==> src/rtl/core/mmpl2_pkg.sv <==
// ----------------------------------------------------------------------------
// mmpl2_pkg: shared types and constants
// Fixed widths and command/status structs for the pooling block.
// ----------------------------------------------------------------------------
package mmpl2_pkg;

    localparam int unsigned ValW  = 24;
    localparam int unsigned SumW  = 34;
    localparam int unsigned OutW  = 23;
    localparam int unsigned IdxW  = 6;
    localparam int unsigned SqW   = 64;
    localparam int unsigned RootW = 32;

    // datapath operations
    typedef enum logic [2:0] {
        OP_NONE  = 3'd0,
        OP_ACCUM = 3'd1,
        OP_MEAN  = 3'd2,
        OP_SQRT  = 3'd3,
        OP_OUT   = 3'd4
    } t_op;

    typedef struct packed {
        t_op op;
        logic start;
    } t_cmd;

    typedef struct packed {
        logic busy;
        logic done;
    } t_sts;

endpackage

==> src/rtl/core/mmpl2_ctrl.sv <==
// ----------------------------------------------------------------------------
// mmpl2_ctrl: request controller
// Accepts input requests and commands the datapath per element and at end.
// ----------------------------------------------------------------------------
module mmpl2_ctrl (
    input  logic            i_clk,
    input  logic            i_rst_n,
    input  logic            i_valid,
    input  logic            i_end,
    output logic            o_ready,
    output mmpl2_pkg::t_cmd o_cmd,
    input  mmpl2_pkg::t_sts i_sts
);
    typedef enum logic [1:0] {C_IDLE, C_ACC, C_FIN} t_cst;

    t_cst r_st;
    logic r_end;
    logic w_acc;

    assign o_ready = (r_st == C_IDLE) && !i_sts.busy;
    assign w_acc   = o_ready && i_valid;

    // command to the datapath
    always_comb begin
        o_cmd.op    = mmpl2_pkg::OP_NONE;
        o_cmd.start = 1'b0;
        if (w_acc) begin
            o_cmd.op = mmpl2_pkg::OP_ACCUM; o_cmd.start = 1'b1;
        end else if (r_st == C_ACC && r_end && !i_sts.busy) begin
            o_cmd.op = mmpl2_pkg::OP_MEAN; o_cmd.start = 1'b1;
        end
    end

    // controller state
    always_ff @(posedge i_clk) begin
        if (!i_rst_n) begin
            r_st <= C_IDLE; r_end <= 1'b0;
        end else begin
            unique case (r_st)
                C_IDLE: if (w_acc) begin r_st <= C_ACC; r_end <= i_end; end
                C_ACC: if (!i_sts.busy) begin
                    r_st <= r_end ? C_FIN : C_IDLE;
                end
                C_FIN: if (i_sts.done) r_st <= C_IDLE;
                default: r_st <= C_IDLE;
            endcase
        end
    end
endmodule

==> config.mk <==
export PLATFORM = sky130hd
export DESIGN_NAME = mmpl2_ctrl
export DESIGN_NICKNAME = d
export VERILOG_FILES = /design/src/rtl/core/mmpl2_pkg.sv /design/src/rtl/core/mmpl2_ctrl.sv
export SDC_FILE = /design/constraint.sdc
export NUM_CORES = 1
export LEC_CHECK = 0
export BUFFER_PORTS_ARGS = -buffer_cell sky130_fd_sc_hd__buf_2
export CORE_AREA = 2 2 39 41
export DETAILED_ROUTE_END_ITERATION = 6
export DIE_AREA = 0 0 41 43
export GPL_ROUTABILITY_DRIVEN = 0
export GPL_TIMING_DRIVEN = 1
export PLACE_DENSITY = 0.32
export SYNTH_ARGS = -nofsm -noshare
export SYNTH_HDL_FRONTEND = slang
export SYNTH_SLANG_ARGS = --single-unit
==> constraint.sdc <==
create_clock -name i_clk -period 1 [get_ports i_clk]
set_clock_uncertainty 0.15 [all_clocks]
set_input_delay 0 -clock i_clk [delete_from_list [all_inputs] [get_ports i_clk]]
set_output_delay 0 -clock i_clk [all_outputs]
set_load 0.1 [all_outputs]
==> results of run 1 <==
==> layout by cell type, fill, tap and decap left out <==
cell type,netlist,routed
o21a_1,1,1
buf_4,2,7
clkbuf_1,0,1
nand2b_1,1,1
or3b_4,0,1
buf_12,0,4
conb_1,1,1
nor4b_4,1,1
dlygate4sd3_1,0,4
mux2i_1,1,1
clkbuf_4,0,3
nor3_4,0,1
dfxtp_4,0,2
nor4bb_4,1,1
nor3b_1,1,1
or2_4,0,1
a21oi_2,0,1
buf_6,0,1
buf_2,0,5
nand2_1,3,3
dfxtp_2,0,1
==> power by group through the flow <==
| stage | clock, mW | combinational [mW] | sequential [mW] |
|---|---|---|---|
| detailed placement | 0 | 0.170 | 0.131 |
| finish | 0.209 | 0.194 | 0.127 |
| floorplan | 0 | 0.112 | 0.131 |
| global route | 0.237 | 0.201 | 0.128 |
| global placement | 0 | 0.170 | 0.131 |
| CTS | 0.221 | 0.192 | 0.127 |
==> what timing repair did <==
item	4_1_cts	5_1_grt
setup endpoints to repair	7	7
hold buffers	4	0
gates resized for setup	4	2
endpoints found under the hold margin	3	0
buffers inserted	3	0
pin swaps	4	5
==> critical path, stage by stage (launching register included) <==
cell     delay (ns)
dfxtp_4        0.35
nor4b_4        0.29
or2_4          0.18
buf_12         0.16
==> registers in the layout (all words and copies together), names as in the netlist <==
| signal | count |
|---|---|
| r_end | 1 |
| r_st | 2 |
==> path summary, 6_finish.rpt <==
check	from	end	slack (ns)	cells after the start
setup / recovery	r_st[0]	o_cmd[0]	-0.38	3
hold / removal	i_sts[1]	r_st[0]	0.02	3
hold reg to reg	r_end	r_end	0.31	2
setup reg to reg	r_st[0]	r_end	-0.20	3
==> layout make-up <==
cell class	instances	area, µm²	share of cell area, %
repair buffers	21	209	45.0
flip-flops and latches	3	68.8	14.8
clock buffers	4	26.3	5.66
multi-input cells	14	140	30.2
well taps	16	20.0	4.31
==> per-stage QoR <==
| step | total power, mW | setup TNS [ns] | setup WS (ns) |
|---|---|---|---|
| 2_1_floorplan | 0.243 | -3.61 | -1.13 |
| 3_3_place_gp | 0.301 | -0.796 | -0.159 |
| 3_5_place_dp | 0.302 | -0.822 | -0.166 |
| 4_1_cts | 0.540 | -2.00 | -0.380 |
| 5_1_grt | 0.566 | -2.26 | -0.429 |
| 6_report | 0.530 | -1.89 | -0.377 |
==> routing by layer <==
| metal | GRT usage [%] | vias to the layer above | part of all wire (%) |
|---|---|---|---|
| met1 | 8.04 | 90 | 42 |
| li1 | - | 108 | - |
| met4 | 10.0 | 0 | 1.0 |
| met2 | 9.06 | 7 | 52 |
| met5 | 0 | - | 0 |
| met3 | 3.14 | 2 | 4.6 |
==> cell families after synthesis <==
group / count (synthesis) / share of synthesized area (%)
and+or+nand+nor: 10 / 48.1
DFF: 3 / 30.8
muxes: 1 / 5.13
AOI/OAI and AO/OA: 2 / 6.41
buffers and inverters: 2 / 7.69
other: 1 / 1.92
==> results.cfg, run 1 <==
[floorplanning]
fp.dieArea_mm2 = 0.00176
fp-row-count = 14
io_pins = 11
core_area_mm2 = 0.00138
start_util_pct = 14.1
dieWidth_um = 41
die_y_um = 43

[pwr]
vdd_drop_max_v = 0.000382
seqPwrFrac_pct = 24.0
p_per_area_mw_per_mm2 = 1140
p_sw_uw = 175
internal_power_uw = 356
swShare_pct = 32.9
p_leak_nw = 0.199
combPwrFrac_pct = 36.6
clockPowerShare_pct = 39.4

[global_route]
grt_antenna_before_repair = 0
grt_pass1_wl_um = 828
grt-ovfl-total = 0
grt_pass1_vias = 225
track_usage_pct = 7.53
grt_max_degree = 6

[synthesis]
yosys_warnings = 0
ys_types = 14
ys_top_cells_by_area = dfxtp_1 (31%), nor4bb_4 (13%), nor4b_4 (12%)
synth-async-reset-ratio_pct = 0
syn_avg_cell_area_um2 = 10.3
ys_seq_area_share_pct = 30.8
syn_nets = 25
syn_inst = 19
synth.largest_area_cell = dfxtp_1
ys_seq_elements = 3
synth-main-ff-cell = dfxtp_1
synth_edf_count = 0
ys_top_cells_by_count = dfxtp_1 (3), nand2_1 (3), buf_4 (2)
synth_top_area_share_pct = 30.8
syn_area_um2 = 195

[layout]
fin_cells = 58
drive_gt1_share_pct = 69.0
fin_util_pct = 33.5
syn_to_final_growth_pct = 138
nNetsFinal = 49
n_fill_cell = 146
n_antenna_cell = 0
fin_area_um2 = 464

[run_status]
violations = setup timing
outcome = complete, but fails checks

[clocking]
cts_buffers = 3
tritoncts = built
clk_latency_ns = 0.23
htree_levels = 1
clockBufferDepth = 2
cts-root-buf = clkbuf_4
clock_sinks = 3
clk_pin_slew_ns = 0.04

[routing]
wirelength_um = 498
wl_per_cell_um = 8.59
ant_nets = 0
drc = 0
vias = 207
drtIter0Drc = 2
first_pass_iters = 2
routed_via_density = 3.57

[timing]
period_share_pct = 138
slew_violations = 0
timing.hold.ws_ns = 0.0168
setup_slack_ns = -0.377
min_period_ns = 1.38
max_freq_mhz = 726
rsz0062_at_grt = yes
setup_violations = 7
hold_viol_final = 0

[min_path]
hold_path_class = input port to flip-flop

[setup_path]
critPathLaunchType = flip-flop
crit_required_ns = 0.85
path_max_fanout = 5
endpoint_kind = output pin
critical_path_class = flip-flop to output pin
critPathArrivalTime_ns = 1.23

[placed_design]
portBuffers = 9
postPlaceCellArea_um2 = 355
place_hpwl_um = 363
dp_cells = 47

[job]
max-cap-violations = 0
Power figures use the tool's default switching activity.
==> inputs of run 2 (changes only) <==
--- a/config.mk
+++ b/config.mk
@@ -5,13 +5,14 @@
 export SDC_FILE = /design/constraint.sdc
 export NUM_CORES = 1
 export LEC_CHECK = 0
+export ABC_AREA = 1
 export BUFFER_PORTS_ARGS = -buffer_cell sky130_fd_sc_hd__buf_2
 export CORE_AREA = 2 2 39 41
 export DETAILED_ROUTE_END_ITERATION = 6
 export DIE_AREA = 0 0 41 43
 export GPL_ROUTABILITY_DRIVEN = 0
 export GPL_TIMING_DRIVEN = 1
-export PLACE_DENSITY = 0.32
+export PLACE_DENSITY = 0.31
 export SYNTH_ARGS = -nofsm -noshare
 export SYNTH_HDL_FRONTEND = slang
 export SYNTH_SLANG_ARGS = --single-unit
==> run 2 against run 1 <==
  * The run still ends with setup timing left
  * Wire length decreased by 5.4%
  * Design area grew 4.0%
  * Register-to-register slack improved by 0.11 ns
  * Synthesized area fell by 5.8%
  * Count of clock-buffer cells in the layout did not move
  * Largest cell class unchanged
  * Largest power group unchanged
  * Highest routed layer is now met3
==> results.cfg, run 2 <==
[synthesis]
synth_top_area_share_pct = 32.7
synth_fa_ha_area_share_pct = 0
syn_area_um2 = 184
syn_inst = 29
ys_seq_area_share_pct = 32.7
synth_most_common_cell = inv_1
ys_top_cells_by_count = inv_1 (9), nand2_1 (4), dfxtp_1 (3)
synth-async-reset-ratio_pct = 0
synth_top_family_by_area = simple AND/OR/NAND/NOR gates
ys_seq_elements = 3
syn_avg_cell_area_um2 = 6.34
yosys.area_share.simple_pct = 33.3
ys_top_cells_by_area = dfxtp_1 (33%), inv_1 (18%), buf_4 (8.2%)
yosys_warnings = 0
synth_xor_area_share_pct = 0
ys_types = 12
synth-main-ff-cell = dfxtp_1
synth_mux_area_share_pct = 0
synth_edf_count = 0
synth.largest_area_cell = dfxtp_1
synth_compound_area_share_pct = 5.44
syn_nets = 35

[job]
max-cap-violations = 0

[setup_path]
path_max_fanout = 3
endpoint_kind = output pin
critPathLaunchType = flip-flop
crit_required_ns = 0.85
critPathArrivalTime_ns = 1.09
critical_path_class = flip-flop to output pin

[floorplanning]
fp.dieArea_mm2 = 0.00176
fp-row-count = 14
io_pins = 11
core_area_mm2 = 0.00138
start_util_pct = 13.3
dieWidth_um = 41
die_y_um = 43

[layout]
largest_reg_flops = 2
fin_util_pct = 34.9
n_fill_cell = 150
drive_gt1_share_pct = 56.6
reg_top3 = r_st (2), r_end (1)
n_antenna_cell = 0
final_cell_mix = inv_1 (6), dlygate4sd3_1 (5), buf_2 (5), buf_4 (5), buf_12 (4)
top_register = r_st
register_area_um2 = 62.6
multi_input_area_um2 = 110
final_common_cell = inv_1
fin_cells = 69
syn_to_final_growth_pct = 163
nNetsFinal = 60

[timing]
min_period_ns = 1.24
rsz0062_at_grt = yes
period_share_pct = 124
setup_violations = 7
hold_viol_final = 0
setup_slack_ns = -0.243
max_freq_mhz = 804
timing.hold.ws_ns = 0.0156
slew_violations = 0

[clocking]
clock_sinks = 3
clk_latency_ns = 0.23
cts_buffers = 3
cts-root-buf = clkbuf_4
htree_levels = 1
clk_pin_slew_ns = 0.04
tritoncts = built
clockBufferDepth = 2

[global_route]
grt_max_degree = 4
track_usage_pct = 7.54
grt-ovfl-total = 0
grt_pass1_wl_um = 862
grt_pass1_vias = 264
grt_antenna_before_repair = 0

[placed_design]
portBuffers = 9
preCtsSetupSlack_ns = -0.117
dp_cells = 57

[routing]
drc = 0
wirelength_um = 471
ant_nets = 0
wl_per_cell_um = 6.83
first_pass_iters = 1
routed_via_density = 3.49
vias = 241
drtIter0Drc = 0

[pwr]
p_total_uw = 551
p_leak_nw = 0.231
p_per_area_mw_per_mm2 = 1140
vdd_drop_max_v = 0.000357

[min_path]
hold_path_class = input port to flip-flop

[run_status]
violations = setup timing
outcome = complete, but fails checks
-- run 2: changes by cell type in the layout (fill, tap and decap cells not counted), sizes merged, moves of 2 or more --
cell and delta:
inv +8, nand3 +2, nand4 +2, nor2 +3
-- run 2: layout make-up --
cell class | instances | area share (%)
clock buffer | 4 | 5.44
inverter | 9 | 7.77
multi-input combinational | 15 | 22.8
sequential | 3 | 13.0
tap | 16 | 4.15
timing repair buffer | 22 | 46.9
-- run 2: worst paths after layout --
check             slack [ns]     from  cells past startpoint       end
setup reg to reg       -0.09  r_st[1]                      6     r_end
setup / recovery       -0.24  r_st[0]                      4  o_cmd[2]
hold / removal          0.02  i_valid                      4   r_st[0]
hold reg to reg         0.36    r_end                      4     r_end
-- run 2: logic make-up (layout without fill, tap and decap cells) --
| logic type | after synthesis | in the layout |
|---|---|---|
| buf+inv | 11 | 35 |
| compound gates | 2 | 2 |
| simple gates | 12 | 12 |
| other cells | 1 | 1 |
| flops | 3 | 3 |
-- run 2: routing by layer --
layer / track usage, % / wire length, µm / share of wire [%] / vias up
met3: 1.57 / 20 / 4.2 / 0
met1: 6.45 / 172 / 37 / 107
met5: 0 / 0 / 0 / -
li1: - / - / - / 130
met2: 12.5 / 279 / 59 / 4
met4: 8.00 / 0 / 0 / 0
-- run 2: worst max-delay path, stage by stage, from the launching register on --
cell	delay (ns)
dfxtp_2	0.36
nand4_1	0.12
buf_6	0.15
clkinvlp_4	0.07
buf_12	0.16
-- run 2: per-stage QoR --
step,setup TNS [ns],instance area (µm²)
after floorplan,-0.651,221
after global placement,-0.305,357
after detailed placement,-0.379,357
after CTS,-1.13,483
after global routing,-1.44,483
final,-1.06,483
-- run 2: repair_timing --
action,4_1_cts,5_1_grt
endpoints found under the hold margin,3,0
resized for setup,8,0
hold buffers,5,0
cloned,0,0
setup buffers,3,0
endpoints found under the setup margin,7,7
pin swaps,6,0
-- run 2: power by group --
part	total (mW)	leakage, nW	switching, mW	internal [mW]
Combinational	0.209	0.191	0.123	0.0866
Clock	0.210	0.0150	0.0602	0.149
Sequential	0.131	0.0254	0.00503	0.126
Total	0.551	0.231	0.188	0.362
